$ cat src/sv/sbfh_pkg.sv
`default_nettype none
package sbfh_pkg;

    // Status of the queue between the front end and the search engine.
    typedef struct packed {
        logic full;
        logic empty;
    } t_qstat;

    typedef enum logic [1:0] {
        ST_IDLE,
        ST_DIV,
        ST_SETUP,
        ST_STEP
    } t_back_state;

endpackage
`default_nettype wire

$ cat src/sv/sbfh_queue.sv
`default_nettype none
module sbfh_queue #(
    parameter int WIDTH = 132,
    parameter int DEPTH = 2
) (
    input  wire logic             i_clk,
    input  wire logic             i_rst_n,
    input  wire logic             i_push,
    input  wire logic [WIDTH-1:0] i_data,
    input  wire logic             i_pop,
    output logic      [WIDTH-1:0] o_data,
    output sbfh_pkg::t_qstat      o_stat
);
    import sbfh_pkg::*;

    localparam int AW = (DEPTH > 1) ? $clog2(DEPTH) : 1;

    logic [WIDTH-1:0] r_mem [DEPTH];
    logic [AW-1:0]    r_wr_ptr;
    logic [AW-1:0]    r_rd_ptr;
    logic [AW:0]      r_count;
    logic [AW-1:0]    n_wr_ptr;
    logic [AW-1:0]    n_rd_ptr;
    logic [AW:0]      n_count;

    always_comb begin
        n_wr_ptr = r_wr_ptr;
        n_rd_ptr = r_rd_ptr;
        n_count  = r_count;
        if (i_push) begin
            n_wr_ptr = (r_wr_ptr == AW'(DEPTH - 1)) ? '0 : r_wr_ptr + 1'b1;
        end
        if (i_pop) begin
            n_rd_ptr = (r_rd_ptr == AW'(DEPTH - 1)) ? '0 : r_rd_ptr + 1'b1;
        end
        if (i_push && !i_pop) begin
            n_count = r_count + 1'b1;
        end else if (i_pop && !i_push) begin
            n_count = r_count - 1'b1;
        end
    end

    always_ff @(posedge i_clk) begin
        if (!i_rst_n) begin
            r_wr_ptr <= '0;
            r_rd_ptr <= '0;
            r_count  <= '0;
        end else begin
            r_wr_ptr <= n_wr_ptr;
            r_rd_ptr <= n_rd_ptr;
            r_count  <= n_count;
        end
    end

    always_ff @(posedge i_clk) begin
        if (i_push) begin
            r_mem[r_wr_ptr] <= i_data;
        end
    end

    assign o_data       = r_mem[r_rd_ptr];
    assign o_stat.full  = (r_count == (AW+1)'(DEPTH));
    assign o_stat.empty = (r_count == '0);

endmodule
`default_nettype wire

$ cat src/sv/sbfh_front.sv
`default_nettype none
module sbfh_front #(
    parameter int COORD_BITS = 12
) (
    input  wire logic                         i_clk,
    input  wire logic                         i_rst_n,
    input  wire logic                         start,
    output logic                              busy,
    input  wire logic signed [COORD_BITS-1:0] i_obstacle_top,
    input  wire logic signed [COORD_BITS-1:0] i_obstacle_left,
    input  wire logic signed [COORD_BITS-1:0] i_obstacle_bottom,
    input  wire logic signed [COORD_BITS-1:0] i_obstacle_right,
    input  wire logic signed [COORD_BITS-1:0] i_mover_left,
    input  wire logic signed [COORD_BITS-1:0] i_mover_top,
    input  wire logic        [COORD_BITS-2:0] i_mover_width,
    input  wire logic        [COORD_BITS-2:0] i_mover_height,
    input  wire logic signed [COORD_BITS-1:0] i_target_x,
    input  wire logic signed [COORD_BITS-1:0] i_target_y,
    input  sbfh_pkg::t_qstat                  i_qstat,
    output logic                              o_push,
    output logic [11*COORD_BITS-1:0]          o_entry
);
    import sbfh_pkg::*;

    localparam int CB = COORD_BITS;

    logic                 r_fv;
    logic                 n_fv;
    logic signed [CB-1:0] r_t0, r_l0, r_b0, r_r0, r_sx, r_sy, r_tx, r_ty;
    logic        [CB-2:0] r_w, r_h;

    logic signed [CB-1:0] ot, ob, ol, orr;
    logic signed [CB:0]   dist_x, dist_y;
    logic        [CB:0]   mag_x, mag_y;
    logic        [CB-1:0] ax, ay, len;
    logic                 accept;

    assign o_push = r_fv && !i_qstat.full;
    assign busy   = r_fv && i_qstat.full;
    assign accept = start && !busy;

    always_comb begin
        n_fv = r_fv;
        if (accept) begin
            n_fv = 1'b1;
        end else if (o_push) begin
            n_fv = 1'b0;
        end
    end

    always_ff @(posedge i_clk) begin
        if (!i_rst_n) begin
            r_fv <= 1'b0;
        end else begin
            r_fv <= n_fv;
        end
    end

    always_ff @(posedge i_clk) begin
        if (accept) begin
            r_t0 <= i_obstacle_top;
            r_l0 <= i_obstacle_left;
            r_b0 <= i_obstacle_bottom;
            r_r0 <= i_obstacle_right;
            r_sx <= i_mover_left;
            r_sy <= i_mover_top;
            r_w  <= i_mover_width;
            r_h  <= i_mover_height;
            r_tx <= i_target_x;
            r_ty <= i_target_y;
        end
    end

    // Order the obstacle edges and reduce the path to magnitudes and signs.
    always_comb begin
        ot     = (r_t0 < r_b0) ? r_t0 : r_b0;
        ob     = (r_t0 < r_b0) ? r_b0 : r_t0;
        ol     = (r_l0 < r_r0) ? r_l0 : r_r0;
        orr    = (r_l0 < r_r0) ? r_r0 : r_l0;
        dist_x = {r_tx[CB-1], r_tx} - {r_sx[CB-1], r_sx};
        dist_y = {r_ty[CB-1], r_ty} - {r_sy[CB-1], r_sy};
        mag_x  = dist_x[CB] ? (CB+1)'(-dist_x) : dist_x;
        mag_y  = dist_y[CB] ? (CB+1)'(-dist_y) : dist_y;
        ax     = mag_x[CB-1:0];
        ay     = mag_y[CB-1:0];
        len    = (ax > ay) ? ax : ay;
    end

    assign o_entry = {ot, ob, ol, orr, r_sx, r_sy, r_w, r_h,
                      dist_x[CB], dist_y[CB], ax, ay, len};

endmodule
`default_nettype wire

$ cat src/sv/sbfh_back.sv
`default_nettype none
module sbfh_back #(
    parameter int COORD_BITS = 12,
    parameter int FRAC_BITS  = 16
) (
    input  wire logic                        i_clk,
    input  wire logic                        i_rst_n,
    input  wire logic [11*COORD_BITS-1:0]    i_entry,
    input  sbfh_pkg::t_qstat                 i_qstat,
    output logic                             o_pop,
    output logic                             o_valid,
    output logic                             o_hit,
    output logic signed [COORD_BITS-1:0]     o_hit_x,
    output logic signed [COORD_BITS-1:0]     o_hit_y
);
    import sbfh_pkg::*;

    localparam int CB  = COORD_BITS;
    localparam int FB  = FRAC_BITS;
    localparam int PW  = CB + FB + 1;
    localparam int SW  = FB + 2;
    localparam int DCW = $clog2(FB);
    localparam logic [PW-1:0] HALF = PW'(1) << (FB - 1);

    // Queue head fields.
    logic signed [CB-1:0] e_ot, e_ob, e_ol, e_or, e_sx, e_sy;
    logic        [CB-2:0] e_w, e_h;
    logic                 e_negx, e_negy;
    logic        [CB-1:0] e_ax, e_ay, e_len;

    assign {e_ot, e_ob, e_ol, e_or, e_sx, e_sy, e_w, e_h,
            e_negx, e_negy, e_ax, e_ay, e_len} = i_entry;

    t_back_state r_state, n_state;

    logic signed [CB-1:0] r_ot, r_ob, r_ol, r_or, r_sx, r_sy;
    logic signed [CB-1:0] n_ot, n_ob, n_ol, n_or, n_sx, n_sy;
    logic        [CB-2:0] r_w, r_h, n_w, n_h;
    logic                 r_negx, r_negy, n_negx, n_negy;
    logic        [CB-1:0] r_len, n_len;
    logic        [CB-1:0] r_remx, r_remy, n_remx, n_remy;
    logic        [FB:0]   r_qx, r_qy, n_qx, n_qy;
    logic        [DCW-1:0] r_dcnt, n_dcnt;
    logic signed [SW-1:0] r_stepx, r_stepy, n_stepx, n_stepy;
    logic signed [PW-1:0] r_px, r_py, n_px, n_py;
    logic        [CB-1:0] r_k, n_k;
    logic                 r_av, n_av, r_bv, n_bv;
    logic signed [CB:0]   r_rx, r_ry, n_rx, n_ry;
    logic                 r_valid, n_valid, r_hit, n_hit;
    logic signed [CB-1:0] r_hx, r_hy, n_hx, n_hy;

    logic        [CB:0]   tx2, ty2;
    logic                 bitx, bity;
    logic        [PW-1:0] rndx, rndy;
    logic signed [CB+1:0] rx_far, ry_far;
    logic                 overlap;

    always_comb begin
        // One restoring division step per axis.
        tx2  = {r_remx, 1'b0};
        ty2  = {r_remy, 1'b0};
        bitx = (tx2 >= {1'b0, r_len});
        bity = (ty2 >= {1'b0, r_len});

        // Round half away from zero: bias by a half, less one for negatives.
        rndx = r_px + HALF - PW'(r_px[PW-1]);
        rndy = r_py + HALF - PW'(r_py[PW-1]);

        rx_far  = {r_rx[CB], r_rx} + signed'({3'b000, r_w});
        ry_far  = {r_ry[CB], r_ry} + signed'({3'b000, r_h});
        overlap = (r_rx <= signed'({r_or[CB-1], r_or}))
               && (rx_far >= signed'({{2{r_ol[CB-1]}}, r_ol}))
               && (r_ry <= signed'({r_ob[CB-1], r_ob}))
               && (ry_far >= signed'({{2{r_ot[CB-1]}}, r_ot}));
    end

    always_comb begin
        n_state = r_state;
        n_ot = r_ot;  n_ob = r_ob;  n_ol = r_ol;  n_or = r_or;
        n_sx = r_sx;  n_sy = r_sy;  n_w = r_w;    n_h = r_h;
        n_negx = r_negx;  n_negy = r_negy;  n_len = r_len;
        n_remx = r_remx;  n_remy = r_remy;  n_qx = r_qx;  n_qy = r_qy;
        n_dcnt = r_dcnt;
        n_stepx = r_stepx;  n_stepy = r_stepy;
        n_px = r_px;  n_py = r_py;  n_k = r_k;
        n_av = r_av;  n_bv = r_bv;  n_rx = r_rx;  n_ry = r_ry;
        n_valid = 1'b0;
        n_hit = r_hit;  n_hx = r_hx;  n_hy = r_hy;
        o_pop = 1'b0;

        case (r_state)
            ST_IDLE: begin
                if (!i_qstat.empty) begin
                    o_pop  = 1'b1;
                    n_ot = e_ot;  n_ob = e_ob;  n_ol = e_ol;  n_or = e_or;
                    n_sx = e_sx;  n_sy = e_sy;  n_w = e_w;    n_h = e_h;
                    n_negx = e_negx;  n_negy = e_negy;  n_len = e_len;
                    // A full-length axis has the exact quotient one.
                    n_remx = (e_ax == e_len) ? '0 : e_ax;
                    n_remy = (e_ay == e_len) ? '0 : e_ay;
                    n_qx   = (e_ax == e_len) ? (FB+1)'(1) : '0;
                    n_qy   = (e_ay == e_len) ? (FB+1)'(1) : '0;
                    n_dcnt = '0;
                    if (e_len == '0) begin
                        n_valid = 1'b1;
                        n_hit   = 1'b0;
                        n_hx    = '0;
                        n_hy    = '0;
                    end else begin
                        n_state = ST_DIV;
                    end
                end
            end
            ST_DIV: begin
                n_remx = bitx ? CB'(tx2 - {1'b0, r_len}) : tx2[CB-1:0];
                n_remy = bity ? CB'(ty2 - {1'b0, r_len}) : ty2[CB-1:0];
                n_qx   = {r_qx[FB-1:0], bitx};
                n_qy   = {r_qy[FB-1:0], bity};
                n_dcnt = r_dcnt + 1'b1;
                if (r_dcnt == DCW'(FB - 1)) begin
                    n_state = ST_SETUP;
                end
            end
            ST_SETUP: begin
                n_stepx = r_negx ? -signed'({1'b0, r_qx}) : signed'({1'b0, r_qx});
                n_stepy = r_negy ? -signed'({1'b0, r_qy}) : signed'({1'b0, r_qy});
                n_px    = signed'({r_sx[CB-1], r_sx, {FB{1'b0}}});
                n_py    = signed'({r_sy[CB-1], r_sy, {FB{1'b0}}});
                n_k     = '0;
                n_av    = 1'b0;
                n_bv    = 1'b0;
                n_state = ST_STEP;
            end
            ST_STEP: begin
                // Three-deep pipe: advance, round, test.
                if (r_k != r_len) begin
                    n_px = r_px + PW'(r_stepx);
                    n_py = r_py + PW'(r_stepy);
                    n_k  = r_k + 1'b1;
                    n_av = 1'b1;
                end else begin
                    n_av = 1'b0;
                end
                n_rx = signed'(rndx[PW-1:FB]);
                n_ry = signed'(rndy[PW-1:FB]);
                n_bv = r_av;
                if (r_bv && overlap) begin
                    n_valid = 1'b1;
                    n_hit   = 1'b1;
                    n_hx    = r_rx[CB-1:0];
                    n_hy    = r_ry[CB-1:0];
                    n_state = ST_IDLE;
                end else if (!r_av && !r_bv && (r_k == r_len)) begin
                    n_valid = 1'b1;
                    n_hit   = 1'b0;
                    n_hx    = '0;
                    n_hy    = '0;
                    n_state = ST_IDLE;
                end
            end
            default: begin
                n_state = ST_IDLE;
            end
        endcase
    end

    always_ff @(posedge i_clk) begin
        if (!i_rst_n) begin
            r_state <= ST_IDLE;
            r_valid <= 1'b0;
        end else begin
            r_state <= n_state;
            r_valid <= n_valid;
        end
    end

    always_ff @(posedge i_clk) begin
        r_ot <= n_ot;  r_ob <= n_ob;  r_ol <= n_ol;  r_or <= n_or;
        r_sx <= n_sx;  r_sy <= n_sy;  r_w <= n_w;    r_h <= n_h;
        r_negx <= n_negx;  r_negy <= n_negy;  r_len <= n_len;
        r_remx <= n_remx;  r_remy <= n_remy;  r_qx <= n_qx;  r_qy <= n_qy;
        r_dcnt <= n_dcnt;
        r_stepx <= n_stepx;  r_stepy <= n_stepy;
        r_px <= n_px;  r_py <= n_py;  r_k <= n_k;
        r_av <= n_av;  r_bv <= n_bv;  r_rx <= n_rx;  r_ry <= n_ry;
        r_hit <= n_hit;  r_hx <= n_hx;  r_hy <= n_hy;
    end

    assign o_valid = r_valid;
    assign o_hit   = r_hit;
    assign o_hit_x = r_hx;
    assign o_hit_y = r_hy;

endmodule
`default_nettype wire

$ cat src/sv/swept_box_first_hit_search_top.sv
`default_nettype none
// Swept-box first-hit search.
// Input: a word is taken at a rising edge with start high and busy low. It
// carries the obstacle edges, the mover's start corner and size, and the
// target corner. The front end orders the obstacle edges and reduces the
// path to magnitudes, signs and the longer distance, then parks the word in a
// two-entry queue; busy rises only when the front register is loaded and the
// queue is full.
// Output: one result word per input word, shown for exactly one cycle with
// o_valid high; the receiver cannot stall it, and results leave in order.
// From the queue head an item passes a load state, the bit-serial step
// division (both axes in parallel), a setup state, then one path step per
// cycle through the advance, round and test stages, which drain before a
// miss is reported. A zero-length path answers from the load state. The
// time an item spends in the search engine grows with its path length, and
// the engine takes the next word from the queue only once it has answered.
// Reset empties the queue, returns both ends to idle and clears o_valid;
// nothing else is cleared.
module swept_box_first_hit_search_top #(
    parameter int COORD_BITS = 12,
    parameter int FRAC_BITS  = 16
) (
    input  wire logic                         i_clk,
    input  wire logic                         i_rst_n,
    input  wire logic                         start,
    output logic                              busy,
    input  wire logic signed [COORD_BITS-1:0] i_obstacle_top,
    input  wire logic signed [COORD_BITS-1:0] i_obstacle_left,
    input  wire logic signed [COORD_BITS-1:0] i_obstacle_bottom,
    input  wire logic signed [COORD_BITS-1:0] i_obstacle_right,
    input  wire logic signed [COORD_BITS-1:0] i_mover_left,
    input  wire logic signed [COORD_BITS-1:0] i_mover_top,
    input  wire logic        [COORD_BITS-2:0] i_mover_width,
    input  wire logic        [COORD_BITS-2:0] i_mover_height,
    input  wire logic signed [COORD_BITS-1:0] i_target_x,
    input  wire logic signed [COORD_BITS-1:0] i_target_y,
    output logic                              o_valid,
    output logic                              o_hit,
    output logic signed [COORD_BITS-1:0]      o_hit_x,
    output logic signed [COORD_BITS-1:0]      o_hit_y
);
    import sbfh_pkg::*;

    localparam int ENTRY_W = 11 * COORD_BITS;
    localparam int Q_DEPTH = 2;

    logic               push;
    logic               pop;
    logic [ENTRY_W-1:0] entry_in;
    logic [ENTRY_W-1:0] entry_out;
    t_qstat             qstat;

    sbfh_front #(
        .COORD_BITS (COORD_BITS)
    ) u_front (
        .i_clk             (i_clk),
        .i_rst_n           (i_rst_n),
        .start             (start),
        .busy              (busy),
        .i_obstacle_top    (i_obstacle_top),
        .i_obstacle_left   (i_obstacle_left),
        .i_obstacle_bottom (i_obstacle_bottom),
        .i_obstacle_right  (i_obstacle_right),
        .i_mover_left      (i_mover_left),
        .i_mover_top       (i_mover_top),
        .i_mover_width     (i_mover_width),
        .i_mover_height    (i_mover_height),
        .i_target_x        (i_target_x),
        .i_target_y        (i_target_y),
        .i_qstat           (qstat),
        .o_push            (push),
        .o_entry           (entry_in)
    );

    sbfh_queue #(
        .WIDTH (ENTRY_W),
        .DEPTH (Q_DEPTH)
    ) u_queue (
        .i_clk   (i_clk),
        .i_rst_n (i_rst_n),
        .i_push  (push),
        .i_data  (entry_in),
        .i_pop   (pop),
        .o_data  (entry_out),
        .o_stat  (qstat)
    );

    sbfh_back #(
        .COORD_BITS (COORD_BITS),
        .FRAC_BITS  (FRAC_BITS)
    ) u_back (
        .i_clk   (i_clk),
        .i_rst_n (i_rst_n),
        .i_entry (entry_out),
        .i_qstat (qstat),
        .o_pop   (pop),
        .o_valid (o_valid),
        .o_hit   (o_hit),
        .o_hit_x (o_hit_x),
        .o_hit_y (o_hit_y)
    );

endmodule
`default_nettype wire

$ cat config.mk
export PLATFORM = sky130hd
export DESIGN_NAME = swept_box_first_hit_search_top
export DESIGN_NICKNAME = d
export VERILOG_FILES = /design/src/sv/sbfh_pkg.sv /design/src/sv/sbfh_queue.sv /design/src/sv/sbfh_front.sv /design/src/sv/sbfh_back.sv /design/src/sv/swept_box_first_hit_search_top.sv
export SDC_FILE = /design/constraint.sdc
export NUM_CORES = 1
export LEC_CHECK = 0
export BUFFER_PORTS_ARGS = -buffer_cell sky130_fd_sc_hd__buf_2
export CELL_PAD_IN_SITES_DETAIL_PLACEMENT = 1
export CELL_PAD_IN_SITES_GLOBAL_PLACEMENT = 2
export CORE_AREA = 2 2 261 328
export CTS_CLUSTER_SIZE = 40
export DETAILED_ROUTE_END_ITERATION = 7
export DIE_AREA = 0 0 263 330
export PLACE_DENSITY_LB_ADDON = 0.08
export SLEW_MARGIN = 20
export SYNTH_ARGS = -nofsm -noshare
export SYNTH_HDL_FRONTEND = slang
export SYNTH_SLANG_ARGS = --single-unit
$ cat constraint.sdc
create_clock -name i_clk -period 13.2 [get_ports i_clk]
set_input_delay 2.64 -clock i_clk [delete_from_list [all_inputs] [get_ports i_clk]]
set_output_delay 2.64 -clock i_clk [all_outputs]
set_load 0.02 [all_outputs]
==> summary by stage <==
Outcome
The flow ran to the end, and the final reports show no timing, DRC or antenna violations.

Setup path
The worst setup path is of the reg -> reg kind. STA puts the critical path data required time at approximately 14000 ps. The worst register-to-register path has a setup slack of about 7600 ps. The largest fanout on the critical path is 9. The worst setup path is captured at a register.

The worst setup path is launched from a register. The worst path arrival time is 5990 ps.

GRT
Summed over all layers, the global routing overflow is 0. Entering global routing, the biggest net connects 69 pins. The number of antenna violations at the first check in global routing was 0. The first global-routing pass estimated between 100 and 150 mm of wire. For this run, the total global-route usage over all layers was measured as roughly a fifth.

The via count of the first global-routing pass is ~25000.

Drt
After detailed routing, the average wire length per cell comes to between 20 and 25 um. The via-per-instance ratio is around 5.5. In the routed design, unresolved DRC markers number 0. Once detail routing completed, the nets flagged for antenna violations numbered 0. The sum of routed wire length over all layers is 92.21 mm. The first-pass detailed-route iteration total is 5. After the first detailed-routing iteration, the DRC count stood at roughly 1200.

Detailed routing inserted a total of approximately 23000 vias.

Worst hold path
The worst min-delay path category is reg -> reg.

STA
The setup violation total in the final timing report is 0. The max-slew violation count is 0. The setup total negative slack is 0 ps.

For this run, the top clock speed supported by timing is between 150 and 200 MHz. The smallest setup slack after layout is 7582 ps. The final critical-path share of the clock period is between 40% and 50%. On the final layout, the worst hold slack is approximately 450 ps. The post-layout minimum cycle time is approximately 5600 ps. The max-slew headroom at the worst pin is between 20% and 30%.

Setup repair after global routing left no endpoint under its margin. For the final database, setup skew stands at approximately 24 ps. At the pin with the least slew margin, the transition time is roughly 1100 ps. The hold violation count in the final report is 0.

Power and ir drop
The net switching share of the total power is 36.21%. The worst-case IR drop observed on VDD is 0.1166 mV. The post-layout total power is between 9 and 10 mW. The analysis attributes to net switching a power of 3.462 mW. Combinational logic is responsible for between 30% and 40% of the overall power. The design internal power is 6.100 mW. In this run, flip-flops and latches consume a little under two fifths of the power. The share of total power in the clock network is a little under a quarter. The leakage power is ~16 nW. The power density over cell area is roughly 230 nW/um^2.

Finish
The final layout contains between 3000 and 4000 nets. The layout has 8536 filler cells. The number of antenna diodes in the final layout is 0. The fraction of final layout cells sized beyond drive strength 1 is ~15%. The final cell count without fillers is about 4300.

The area growth from synthesis to final layout is 12.58%.

Logic synthesis
The count of cell types in the netlist is between 80 and 90. The gate count of the mapped netlist is 2919. The most used flip-flop cell after synthesis is edfxtp_1. By area the synthesized netlist is led by edfxtp_1, ha_1, mux2_2.

The share of flip-flops with an asynchronous set or reset after synthesis is 0%. The warning count from the yosys run is 0. In this run the cell area of the synthesized design comes to 37430 um^2. The count of flip-flops with a built-in enable after synthesis is 711. The synthesized flop and latch total is 720. Synthesis produced a netlist with a net count of between 3000 and 4000. Of all cell types, the one taking the most synthesized area is edfxtp_1. The synthesized area divided by synthesized cell count is between 10 and 15 um^2.

The synthesized design devotes to its leading area cell type 57.04% of total area. The part of the Yosys area used for sequential elements is between 50% and 60%.

Clocking
After clock tree synthesis, the repair step resized 0 gates. The number of buffers inserted for hold repair after clock tree synthesis is 0. The clock tree buffer depth is 3. The post-CTS setup repair buffer count is 0.

The clock transition at the register clock pins on the worst setup and hold paths after CTS is approximately 60 ps. The clock buffer count from CTS is 79. The source-to-sink clock delay at the later pin of the worst-skew pair is 640 ps. The H-tree generated during clock tree synthesis spans 3 levels. The CTS sink count is 720. The TritonCTS clock tree is done. The root buffer selected by CTS is clkbuf_16.

Placed design
The total instance count after detailed placement is 4111. Input and output buffers added on the ports amount to between 100 and 150. The post-DP HPWL is roughly 66 mm.

Prior to clock tree synthesis, the placed netlist has a worst setup slack of 7733 ps. The congestion estimate from routability-driven global placement came to 0.8347.

Die
The floorplan step defined a die boundary enclosing between 80000 and 90000 um^2. In this run the horizontal extent of the chip is about 260 um. The die extent in y is roughly 330 um. The floorplan has between 100 and 150 rows. The boundary pin count is approximately 150.

The core outline area is ~84000 um^2. For this configuration, the core starts out at a cell density of 44.73%.

Run
Max-cap violations in this run came to 0.
-- final timing paths --
| kind | from | endpoint | cells past startpoint |
|---|---|---|---|
| worst min-delay path | u_front.r_w[2] | u_queue.r_mem[0][51] | 0 |
| worst max register to register | u_front.r_ty[0] | u_queue.r_mem[0][7] | 19 |
| worst min register to register | u_front.r_w[2] | u_queue.r_mem[0][51] | 0 |
| worst max-delay path | u_front.r_ty[0] | u_queue.r_mem[0][7] | 19 |
-- registers in the layout, summed over array words and instances, names as in the netlist, 13 cells and up, named ones only --
signal and flops:
u_back.r_stepx 18, u_queue.r_mem 264, u_back.r_rx 13, u_back.r_qy 17, u_back.r_py 29, u_back.r_px 29, u_back.r_stepy 18, u_back.r_qx 17
u_back.r_ry 13
-- area by class of cell --
class / count / area (um^2) / area share (%)
Sequential cell: 720 / 21530 / 51.10
Multi-Input combinational cell: 1879 / 14800 / 35.12
Clock buffer: 97 / 2076 / 4.926
Tap cell: 1089 / 1363 / 3.233
Inverter: 253 / 952.2 / 2.260
Timing Repair Buffer: 170 / 908.4 / 2.156
Clock inverter: 48 / 508.0 / 1.205
-- critical path, stage by stage, from the launching register on --
cell and delay, ps:
edfxtp_1 360, inv_1 60, ha_1 140, inv_1 60, fa_1 400, a21o_1 210
a221oi_1 640, xnor2_1 250, a2111o_1 470, or4b_4 550, o21ai_2 140, o211ai_2 130
xor2_2 190, ha_1 330, nand4_1 170, nor3_1 220, a2111oi_0 100, nor2_1 280
buf_4 280, mux2_2 370
-- per-stage QoR --
step	cell area, um^2	util (%)
5_1_grt	42140	50.36
6_report	42140	50.36
3_3_place_gp	39530	47.24
2_1_floorplan	37430	-
3_5_place_dp	39540	47.25
4_1_cts	42120	50.34
-- synthesized netlist by cell type (all sizes together) (5+ instances only) --
cell	count
a31o	7
dfxtp	9
o21ai	100
nand3	40
or4	6
inv	253
or2	12
nand2b	22
nor3	35
o22ai	20
a21o	74
o211ai	8
a21oi	156
edfxtp	711
a31oi	11
buf	12
o41ai	7
o21a	31
fa	8
nor2b	41
mux2	159
and3	44
mux2i	53
a21boi	8
o21bai	15
clkbuf	55
a211o	5
a211oi	34
or3	25
o31ai	18
o31a	11
xor2	66
nand4	32
nand2	88
a221o	16
a22oi	15
and2	43
nor4	9
a41oi	5
ha	279
xnor2	157
nor2	168
-- power groups by stage --
stage / combinational, mW / sequential (mW) / clock [mW]
after floorplan: 2.75 / 3.56 / 0
after global placement: 3.57 / 3.65 / 0
after detailed placement: 3.73 / 3.67 / 0
after CTS: 3.76 / 3.63 / 2.28
after global routing: 4.17 / 3.67 / 2.36
final: 3.73 / 3.62 / 2.22
-- cell families (layout without fill, tap and decap cells) --
group	count (synthesis)	in the layout	share of synthesized area [%]
buf+inv	320	568	3.219
simple gates	577	577	7.799
mux	212	212	6.201
fa+ha+maj	287	287	9.754
flops	720	720	57.52
xor+xnor	223	223	5.238
compound gates	580	580	10.27
-- cells in the final DEF, fill, tap and decap left out, drive strengths merged, types with 74 or more instances in the layout --
master,synthesis,final
edfxtp,711,711
ha,279,279
inv,253,261
buf,12,170
nor2,168,168
mux2,159,159
xnor2,157,157
a21oi,156,156
o21ai,100,100
clkbuf,55,97
nand2,88,88
a21o,74,74
-- routing by layer --
metal	vias to the layer above	GRT usage, %	part of all wire (%)
li1	11230	-	-
met2	309	38.77	52
met5	-	0	0
met3	119	2.721	2.9
met1	11790	26.57	43
met4	0	5.677	2.0
No activity file was read; power rests on OpenSTA's default activity.
